File: src/hw/rtl/aec_pkg.sv
package aec_pkg;

    // fixed geometry of the comparison word
    localparam int WORD_BYTES = 8;
    localparam int WORD_W     = WORD_BYTES * 8;

    // configuration registers
    localparam int CFG_W   = 24;
    localparam int CFG_IDX_W = 1;
    localparam logic [CFG_IDX_W-1:0] REG_WINDOW_LENGTH    = 1'b0;
    localparam logic [CFG_IDX_W-1:0] REG_MAX_CHUNK_LENGTH = 1'b1;
    localparam logic [CFG_W-1:0] WINDOW_LENGTH_RESET    = 24'd4768;
    localparam logic [CFG_W-1:0] MAX_CHUNK_LENGTH_RESET = 24'd65536;

    // result queue
    localparam int RQ_DEPTH = 4;
    localparam int RQ_PTR_W = 2;
    localparam int RQ_CNT_W = 3;

    typedef struct packed {
        logic [7:0] data_byte;
        logic       last_of_buffer;
    } in_t;

    typedef struct packed {
        logic [31:0] chunk_length;
        logic        final_chunk;
    } out_t;

    // results produced by one request, in order
    typedef struct packed {
        logic [1:0] count;
        out_t       first;
        out_t       second;
    } push_t;

endpackage

File: src/hw/rtl/asymmetric_extremum_chunker_unit.sv
// asymmetric extremum content-defined chunker: takes a byte stream one byte per
// request and returns chunk lengths; each position's value is the 8-byte
// little-endian word starting there, a word not above the running extreme
// replaces it, and a greater word cuts the chunk at window_length past the
// extreme or at max_chunk_length; the buffer's last byte flushes the rest as a
// final chunk. throughput is one byte per cycle while the result queue has room,
// set by the state update between the input register and the result queue. an
// accepted byte waits in the input register until its results enter the queue
// and show on m_valid. a byte that cuts on the buffer's last byte yields two
// results; the 4-entry result queue absorbs them and the input stalls only
// while fewer than two queue entries are free. the user must write registers
// through cfg_we/cfg_index/cfg_data with the block idle; it does not enforce this.
module asymmetric_extremum_chunker_unit #(
    parameter int LENGTH_BITS = 32
) (
    input  logic                             aclk,
    input  logic                             aresetn,
    // byte stream
    input  logic                             s_valid,
    output logic                             s_ready,
    input  aec_pkg::in_t                     s_data,
    // chunk lengths
    output logic                             m_valid,
    input  logic                             m_ready,
    output aec_pkg::out_t                    m_data,
    // configuration writes
    input  logic                             cfg_we,
    input  logic [aec_pkg::CFG_IDX_W-1:0]    cfg_index,
    input  logic [aec_pkg::CFG_W-1:0]        cfg_data
);

    aec_pkg::push_t push;
    logic           push_space;

    // input register, extreme tracking and cut decision
    aec_core #(
        .LENGTH_BITS (LENGTH_BITS)
    ) u_core (
        .aclk       (aclk),
        .aresetn    (aresetn),
        .s_valid    (s_valid),
        .s_ready    (s_ready),
        .s_data     (s_data),
        .cfg_we     (cfg_we),
        .cfg_index  (cfg_index),
        .cfg_data   (cfg_data),
        .push_space (push_space),
        .push       (push)
    );

    // result queue, up to two writes per cycle, one read
    aec_result_fifo u_fifo (
        .aclk       (aclk),
        .aresetn    (aresetn),
        .push       (push),
        .push_space (push_space),
        .m_valid    (m_valid),
        .m_ready    (m_ready),
        .m_data     (m_data)
    );

endmodule

File: src/hw/rtl/aec_core.sv
module aec_core #(
    parameter int LENGTH_BITS = 32
) (
    input  logic                                aclk,
    input  logic                                aresetn,
    input  logic                                s_valid,
    output logic                                s_ready,
    input  aec_pkg::in_t                        s_data,
    input  logic                                cfg_we,
    input  logic [aec_pkg::CFG_IDX_W-1:0]       cfg_index,
    input  logic [aec_pkg::CFG_W-1:0]           cfg_data,
    input  logic                                push_space,
    output aec_pkg::push_t                      push
);

    localparam int CNT_W = (LENGTH_BITS >= 32) ? 32 : LENGTH_BITS;
    localparam int SUM_W = ((CNT_W > aec_pkg::CFG_W) ? CNT_W : aec_pkg::CFG_W) + 1;

    logic                       in_vld_reg;
    aec_pkg::in_t               in_reg;
    logic [aec_pkg::CFG_W-1:0]  wl_reg;
    logic [aec_pkg::CFG_W-1:0]  mcl_reg;

    logic [aec_pkg::WORD_W-1:0] rb_reg, rb_next;
    logic [3:0]                 fc_reg, fc_next;
    logic [aec_pkg::WORD_W-1:0] ext_reg, ext_next;
    logic [CNT_W-1:0]           eo_reg, eo_next;
    logic [CNT_W-1:0]           co_reg, co_next;

    logic                       fire;
    logic                       last;
    logic [aec_pkg::WORD_W-1:0] word;
    logic [3:0]                 fc_inc;
    logic [CNT_W-1:0]           co_inc;
    logic [CNT_W-1:0]           pos;
    logic [CNT_W-1:0]           tail_len;
    logic                       word_ok;
    logic                       pos_zero;
    logic                       not_greater;
    logic                       at_window;
    logic                       at_max;
    logic                       in_window;
    logic                       cut;

    assign fire    = in_vld_reg && push_space;
    assign s_ready = !in_vld_reg || fire;
    assign last    = in_reg.last_of_buffer;

    always_comb begin
        word        = {in_reg.data_byte, rb_reg[aec_pkg::WORD_W-1:8]};
        fc_inc      = (fc_reg < 4'(aec_pkg::WORD_BYTES)) ? fc_reg + 4'd1 : fc_reg;
        co_inc      = (co_reg != {CNT_W{1'b1}}) ? co_reg + CNT_W'(1) : co_reg;
        word_ok     = (fc_inc == 4'(aec_pkg::WORD_BYTES)) &&
                      (co_inc >= CNT_W'(aec_pkg::WORD_BYTES));
        pos         = co_inc - CNT_W'(aec_pkg::WORD_BYTES);
        pos_zero    = (pos == '0);
        not_greater = (word <= ext_reg);
        at_window   = (SUM_W'(pos) == SUM_W'(eo_reg) + SUM_W'(wl_reg));
        at_max      = (SUM_W'(pos) == SUM_W'(mcl_reg));
        in_window   = (SUM_W'(pos) <= SUM_W'(wl_reg));
        cut         = word_ok && !pos_zero && !not_greater && (at_window || at_max) &&
                      !(last && in_window);
        tail_len    = cut ? CNT_W'(aec_pkg::WORD_BYTES) : co_inc;

        rb_next  = word;
        fc_next  = fc_inc;
        co_next  = co_inc;
        ext_next = ext_reg;
        eo_next  = eo_reg;
        if (word_ok) begin
            if (pos_zero) begin
                ext_next = word;
                eo_next  = '0;
            end else if (not_greater) begin
                ext_next = word;
                eo_next  = pos;
            end else if (cut) begin
                co_next  = CNT_W'(aec_pkg::WORD_BYTES);
                ext_next = word;
                eo_next  = '0;
            end
        end
        if (last) begin
            rb_next  = '0;
            fc_next  = '0;
            co_next  = '0;
            ext_next = '0;
            eo_next  = '0;
        end

        push.count               = fire ? {cut && last, cut ^ last} : 2'd0;
        push.first.chunk_length  = cut ? 32'(pos) : 32'(tail_len);
        push.first.final_chunk   = !cut;
        push.second.chunk_length = 32'(tail_len);
        push.second.final_chunk  = 1'b1;
    end

    always_ff @(posedge aclk) begin
        if (!aresetn) begin
            in_vld_reg <= 1'b0;
            wl_reg     <= aec_pkg::WINDOW_LENGTH_RESET;
            mcl_reg    <= aec_pkg::MAX_CHUNK_LENGTH_RESET;
            rb_reg     <= '0;
            fc_reg     <= '0;
            ext_reg    <= '0;
            eo_reg     <= '0;
            co_reg     <= '0;
        end else begin
            if (s_ready) begin
                in_vld_reg <= s_valid;
            end
            if (cfg_we) begin
                case (cfg_index)
                    aec_pkg::REG_WINDOW_LENGTH:    wl_reg  <= cfg_data;
                    aec_pkg::REG_MAX_CHUNK_LENGTH: mcl_reg <= cfg_data;
                    default: ;
                endcase
            end
            if (fire) begin
                rb_reg  <= rb_next;
                fc_reg  <= fc_next;
                ext_reg <= ext_next;
                eo_reg  <= eo_next;
                co_reg  <= co_next;
            end
        end
    end

    always_ff @(posedge aclk) begin
        if (s_valid && s_ready) begin
            in_reg <= s_data;
        end
    end

endmodule

File: src/hw/rtl/aec_result_fifo.sv
module aec_result_fifo (
    input  logic           aclk,
    input  logic           aresetn,
    input  aec_pkg::push_t push,
    output logic           push_space,
    output logic           m_valid,
    input  logic           m_ready,
    output aec_pkg::out_t  m_data
);

    aec_pkg::out_t                  mem [aec_pkg::RQ_DEPTH];
    logic [aec_pkg::RQ_PTR_W-1:0]   wr_ptr_reg;
    logic [aec_pkg::RQ_PTR_W-1:0]   rd_ptr_reg;
    logic [aec_pkg::RQ_CNT_W-1:0]   cnt_reg;
    logic                           pop;

    // room for a pair of results from one request
    assign push_space = (cnt_reg <= aec_pkg::RQ_CNT_W'(aec_pkg::RQ_DEPTH - 2));
    assign m_valid    = (cnt_reg != '0);
    assign m_data     = mem[rd_ptr_reg];
    assign pop        = m_valid && m_ready;

    always_ff @(posedge aclk) begin
        if (!aresetn) begin
            wr_ptr_reg <= '0;
            rd_ptr_reg <= '0;
            cnt_reg    <= '0;
        end else begin
            wr_ptr_reg <= wr_ptr_reg + aec_pkg::RQ_PTR_W'(push.count);
            if (pop) begin
                rd_ptr_reg <= rd_ptr_reg + aec_pkg::RQ_PTR_W'(1);
            end
            cnt_reg <= cnt_reg + aec_pkg::RQ_CNT_W'(push.count)
                               - aec_pkg::RQ_CNT_W'(pop);
        end
    end

    always_ff @(posedge aclk) begin
        if (push.count != 2'd0) begin
            mem[wr_ptr_reg] <= push.first;
        end
        if (push.count == 2'd2) begin
            mem[wr_ptr_reg + aec_pkg::RQ_PTR_W'(1)] <= push.second;
        end
    end

endmodule

File: config.mk
export PLATFORM = sky130hd
export DESIGN_NAME = asymmetric_extremum_chunker_unit
export DESIGN_NICKNAME = d
export VERILOG_FILES = /design/src/hw/rtl/aec_pkg.sv /design/src/hw/rtl/asymmetric_extremum_chunker_unit.sv /design/src/hw/rtl/aec_core.sv /design/src/hw/rtl/aec_result_fifo.sv
export SDC_FILE = /design/constraint.sdc
export NUM_CORES = 1
export LEC_CHECK = 0
export ABC_CLOCK_PERIOD_IN_PS = 12600
export BUFFER_PORTS_ARGS = -buffer_cell sky130_fd_sc_hd__buf_2
export CAP_MARGIN = 20
export CELL_PAD_IN_SITES_DETAIL_PLACEMENT = 0
export CELL_PAD_IN_SITES_GLOBAL_PLACEMENT = 1
export CORE_UTILIZATION = 50
export CTS_CLUSTER_DIAMETER = 50
export DETAILED_ROUTE_END_ITERATION = 8
export PLACE_DENSITY = 0.78
export SYNTH_ARGS = -nofsm -noshare
export SYNTH_HDL_FRONTEND = slang
export SYNTH_HIERARCHICAL = 1
export SYNTH_SLANG_ARGS = --single-unit
File: constraint.sdc
create_clock -name aclk -period 12.6 [get_ports aclk]
set_input_delay 2.52 -clock aclk [delete_from_list [all_inputs] [get_ports aclk]]
set_output_delay 2.52 -clock aclk [all_outputs]
set_load 0.005 [all_outputs]
==> impl_metrics.ini, run 1 <==
[detailed_routing]
ant_nets = 0
first_pass_iters = 7
drt_wl_total_mm = 68.6
drt_iter0_drc = 1775
vias_per_cell = 6.22
num_vias = 19200
route.detailed.wl_per_inst_um = 22.2
route.detailed.drc = 4

[global_route]
grt_pass1_vias = 17900
antenna_found_initial = 0
grt_max_degree = 97
grt_usage_pct = 28.1
grt_pass1_wl_mm = 105
grt-ovfl-total = 0

[finish]
nNetsFinal = 2599
drive_above_1_share_pct = 16.3
syn_to_final_growth_pct = 10.4
fill_cells = 4177
multi_input_comb_area_um2 = 13400
regArea_um2 = 9160
antenna_cells = 0
largest_register_ff_count = 132

[clock_tree]
cts_made_buffers = 51
clk_pin_slew_ns = 0.06
ctsLongestPathBuffers = 3
cts-resized-gates = 0
htree_levels = 2
clock_sinks = 387
hold_buffers = 0
cts_setup_buffers = 0
worstSkewPairLatency_ns = 0.61
cts-root-buf = clkbuf_16
cts_tree = built

[timing]
slew_viol_final = 0
worst_pin_slew_ns = 1.16
finalCritPeriodShare_pct = 82.5
holdWs_ns = 0.466
period_needed_ns = 10.39
rsz0062_at_grt = no
skew_ns = 0.0345
relSlewSlack_pct = 22.8
max_freq_mhz = 96.2
tns_ns = 0
timing.final.ws_setup_ns = 2.21
setup_violations = 0
hold_viol = 0

[critical_path]
endpoint_kind = register
cp-start-kind = register
required_ns = 12.81
slowest_delay_ns = 1.06
crit_slowest_cell = and4bb_2
crit_path_max_fanout = 34
critPathArrivalTime_ns = 10.60
path_common_cell = ha_1
path_class = register to register

[floorplanning]
dieArea_um2 = 48300
io_pins = 74
num_rows = 79
die_height_um = 220
dieWidth_um = 220
core_area_um2 = 46700
start_util_pct = 50.9

[logic_synthesis]
synth_area_leaders = dfxtp_1 (21%), edfxtp_1 (18%), ha_1 (6.3%)
synth_top_cell_by_area = dfxtp_1
synth_top_area_share_pct = 20.8
synth_cell_types = 99
avgSynthCellArea_um2 = 9.77
synth_edf_count = 141
syn_area_um2 = 23700
synth-main-ff-cell = dfxtp_1
yosys_warnings = 6
synth-seq-cells = 387
async_flop_share_pct = 0
yosysSeqAreaShare_pct = 38.6
synth_cells = 2429
synth.net_count = 2589

[status]
violations = DRC
status = finished with violations

[flow_run]
drv_cap = 0

[power]
powerDensity_nw_per_um2 = 121
leakagePower_nw = 9.98
ir_drop_mv = 0.102

[placed_design]
post-place-ws_ns = 2.51
dp_hpwl_mm = 47.9
numPortBuffers = 73
gp_congestion = 0.956

[worst_hold_path]
hold_class = register to register
cells in the final DEF, fill, tap and decap left out, types with 47 or more instances in the layout:
| cell type | n |
|---|---|
| a21oi_1 | 158 |
| a22o_1 | 96 |
| buf_2 | 73 |
| clkbuf_16 | 52 |
| dfxtp_1 | 245 |
| edfxtp_1 | 141 |
| ha_1 | 119 |
| inv_1 | 127 |
| mux2_2 | 132 |
| nand2_1 | 184 |
| nand3_1 | 68 |
| nand4_1 | 61 |
| nor2_1 | 161 |
| nor3_1 | 47 |
| nor3b_1 | 62 |
| o21ai_0 | 53 |
| xnor2_1 | 88 |
layer usage:
layer,track usage (%),vias up,wire length [µm]
li1,-,9039,-
met3,3.78,119,4370
met5,0,-,0
met4,7.86,0,1750
met1,41.2,9359,32600
met2,43.0,698,29800
per-stage QoR:
| stage | std cells | area (µm²) | util [%] | total power [mW] |
|---|---|---|---|---|
| floorplan | 2429 | 23700 | - | 1.62 |
| global placement | 2989 | 24400 | 52.3 | 1.73 |
| detailed placement | 2991 | 24400 | 52.4 | 1.74 |
| CTS | 3087 | 26100 | 56.0 | 3.19 |
| global route | 3089 | 26200 | 56.1 | 3.28 |
| finish | 3089 | 26200 | 56.1 | 3.16 |
worst max-delay path, delay by kind of cell (launching register included):
kind / cells / cell delay, ns
fa+ha+maj: 4 / 1.26
flops: 1 / 0.59
simple gates: 14 / 4.87
buf+inv: 1 / 0.39
compound gates: 9 / 2.29
xor+xnor: 2 / 0.54
path summary, 6_finish.rpt:
| path | from | to | slack, ns | cells past startpoint |
|---|---|---|---|---|
| setup / recovery | u_core/co_reg[0] | u_fifo/mem[2][24] | 2.21 | 30 |
| hold / removal | u_core/mcl_reg[7] | u_core/mcl_reg[7] | 0.47 | 2 |
| hold reg to reg | u_core/mcl_reg[7] | u_core/mcl_reg[7] | 0.47 | 2 |
| setup reg to reg | u_core/co_reg[0] | u_fifo/mem[2][24] | 2.21 | 30 |
cell usage after synthesis (27+ instances only):
cell,instances
edfxtp_1,141
inv_1,127
a21o_1,36
xnor2_1,88
o21ai_0,54
buf_2,42
xor2_1,40
nor3b_1,62
clkbuf_1,74
nand4_1,61
and2_1,27
a22o_1,96
dfxtp_1,246
nor2_1,165
nand3_1,68
mux2_2,132
ha_1,119
nand2_1,185
mux4_2,33
nor3_1,47
a21oi_1,158
area by class of cell:
cell class / instances / area share, %
clock buffers: 74 / 5.55
clock inverters: 22 / 0.913
inverters: 128 / 1.84
multi-input cells: 1762 / 51.1
flip-flops and latches: 387 / 35.0
well taps: 607 / 2.90
repair buffers: 109 / 2.69
report_power, final:
group / total, mW / leakage (nW) / switching, mW / internal (mW)
Combinational: 0.368 / 5.88 / 0.212 / 0.156
Clock: 1.45 / 0.821 / 0.591 / 0.857
Sequential: 1.34 / 3.28 / 0.0236 / 1.32
logic make-up (layout without fill, tap and decap cells):
kind of cell	after synthesis	count (layout)	synth area share (%)
fa+ha+maj	121	121	6.44
buf+inv	280	333	5.36
xor+xnor	146	146	6.44
mux	180	180	10.1
simple gates	777	777	17.6
flops	387	387	38.6
compound gates	537	537	15.5
other cells	1	1	0.0158
(Power assumes the default switching activity.)
==> run 2, diff against run 1 <==
- ABC_CLOCK_PERIOD_IN_PS: 12600 -> 9300
- CORE_UTILIZATION: 50 -> 45
- PLACE_DENSITY: 0.78 -> 0.74
- clock period: 12.6 -> 9.3 ns (I/O delays scaled with it)
==> run 2 against run 1 <==
Against the previous run:
- the flow now finishes without violations
- critical path depth up 1
- global-route usage is 1.8 points lower
- combinational power rose by 39%
- critical path type unchanged
- largest cell class unchanged
- largest power group unchanged
==> impl_metrics.ini, run 2 (synthesized netlist as in run 1, its figures left out) <==
[flow_run]
drv_cap = 0

[global_route]
grt_pass1_vias = 18500
antenna_found_initial = 0
busiest_layer = met2
grt_usage_pct = 26.3
use_met2_pct = 41.8
gr-usage-met1_pct = 37.6
grt-ovfl-total = 0
grt_pass1_wl_mm = 110
grt_max_degree = 68
use_met3_pct = 3.70

[critical_path]
cpLargestDelayFamily = simple AND/OR/NAND/NOR gates
worst-r2r-setup-slack_ns = 0.62
crit_slowest_cell = dfxtp_1
r2r_start = u_core/co_reg[1]
cp-start-kind = register
slowest_delay_ns = 0.47
path_class = register to register
crit_path_max_fanout = 33
crit_cells = 31
cp.buffers_inverters = 2
required_ns = 9.67
r2r.worst_path.cells = 31
endpoint_kind = register
timing.rr.end = u_fifo/mem[2][2]
path_common_cell = ha_1
critPathArrivalTime_ns = 9.05

[finish]
largest_register_ff_count = 132
utilization_pct = 51.0
final_common_cell = dfxtp_1
layout_common_cells = dfxtp_1 (244), nand2_1 (184), nor2_1 (161), a21oi_1 (158), edfxtp_1 (141)
drive_above_1_share_pct = 17.2
postLayoutCellArea_um2 = 26400
nNetsFinal = 2620
regArea_um2 = 9160
multi_input_comb_area_um2 = 13400
syn_to_final_growth_pct = 11.3
fill_cells = 4706
antenna_cells = 0
layoutNonFillerInstCount = 3180

[clock_tree]
worstSkewPairLatency_ns = 0.62
clock_sinks = 387
cts_tree = built
ctsLongestPathBuffers = 3
htree_levels = 2
cts-root-buf = clkbuf_16
hold_buffers = 0
clk_pin_slew_ns = 0.07
cts_made_buffers = 51

[placed_design]
dpl.cell_count = 3076
place_area_um2 = 24600
dp_hpwl_mm = 50.8
numPortBuffers = 73
gp_congestion = 0.983

[floorplanning]
core_area_um2 = 51700
start_util_pct = 45.9
num_rows = 83
dieArea_um2 = 53600
io_pins = 74
die_height_um = 232
dieWidth_um = 232

[detailed_routing]
num_vias = 19300
route.detailed.drc = 0
ant_nets = 0
drt_wl_total_mm = 71.1
route.detailed.wl_per_inst_um = 22.4
drt_iter0_drc = 1937
vias_per_cell = 6.08
first_pass_iters = 6

[timing]
period_needed_ns = 8.68
holdWs_ns = 0.469
slew_viol_final = 0
rsz0062_at_grt = no
hold_viol = 0
max_freq_mhz = 115
tns_ns = 0
setup_violations = 0
skew_ns = 0.0332
worst_pin_slew_ns = 1.12
relSlewSlack_pct = 25.3
finalCritPeriodShare_pct = 93.3

[worst_hold_path]
hold_end = u_core/ext_reg[36]
hold_class = register to register
holdPathStages = 1
worstHoldStart = u_core/ext_reg[36]

[status]
status = finished, final reports clean

[power]
leakagePower_nw = 10.1
powerDensity_nw_per_um2 = 162
ir_drop_mv = 0.136
==> run 2: cell count changes in the layout (fill, tap and decap cells not counted), moves of 2 or more <==
cell,previous run,this run
clkinv_2,2,9
buf_16,3,0
inv_6,6,3
buf_6,0,3
clkbuf_1,15,11
clkbuf_8,7,1
clkinv_8,1,3
buf_4,32,52
o21bai_2,0,2
bufinv_16,2,4
==> run 2: layout make-up <==
class / count / area share, %
repair buffers: 129 / 3.07
flip-flops and latches: 387 / 34.7
clock inverters: 30 / 1.34
inverters: 128 / 1.82
clock buffers: 63 / 5.04
well taps: 680 / 3.22
multi-input cells: 1763 / 50.8
==> run 2: report_power, final <==
group | internal [mW] | switching [mW] | leakage [nW]
Sequential | 1.79 | 0.0336 | 3.28
Combinational | 0.215 | 0.297 | 5.97
Clock | 1.15 | 0.803 | 0.819
Total | 3.15 | 1.13 | 10.1
==> run 2: layer usage <==
layer	vias up	share of wire [%]
li1	9085	-
met1	9487	46
met2	649	45
met3	103	6.2
met4	0	2.2
met5	-	0
==> run 2: worst reg2reg max path, delay by kind of cell (launching register included) <==
family                     cells  cell delay (ns)
AOI/OAI and AO/OA              8             1.77
xor gates and xnor gates       2             0.57
adders and majority gates      4             1.30
buffers and inverters          2             0.55
DFF                            1             0.47
muxes                          1             0.42
and+or+nand+nor               14             3.39
==> run 2: worst max path at each step <==
| stage | startpoint | end | slack [ns] |
|---|---|---|---|
| 5_1_grt | u_core/co_reg[1] | u_fifo/mem[2][30] | 0.007 |
| 4_1_cts | u_core/co_reg[0] | u_fifo/mem[0][32] | 0.43 |
| 3_3_place_gp | u_core/co_reg[0] | u_fifo/mem[0][32] | 0.77 |
| 6_report | u_core/co_reg[1] | u_fifo/mem[2][2] | 0.62 |
| 3_5_place_dp | u_core/co_reg[0] | u_fifo/mem[0][32] | 0.47 |
| 2_1_floorplan | u_core/co_reg[27] | u_fifo/mem[2][0] | 0.32 |
==> run 2: metrics by stage <==
| step | setup WS (ns) | power (mW) |
|---|---|---|
| global route | 0.00734 | 4.45 |
| CTS | 0.433 | 4.33 |
| floorplan | 0.322 | 2.19 |
| global placement | 0.774 | 2.37 |
| detailed placement | 0.472 | 2.37 |
| finish | 0.622 | 4.29 |
==> run 2: what timing repair did <==
action                                 in CTS  in global routing
setup buffers                               0                 10
endpoints found under the hold margin       0                  0
setup endpoints to repair                   0                263
gates resized for setup                     0                  6
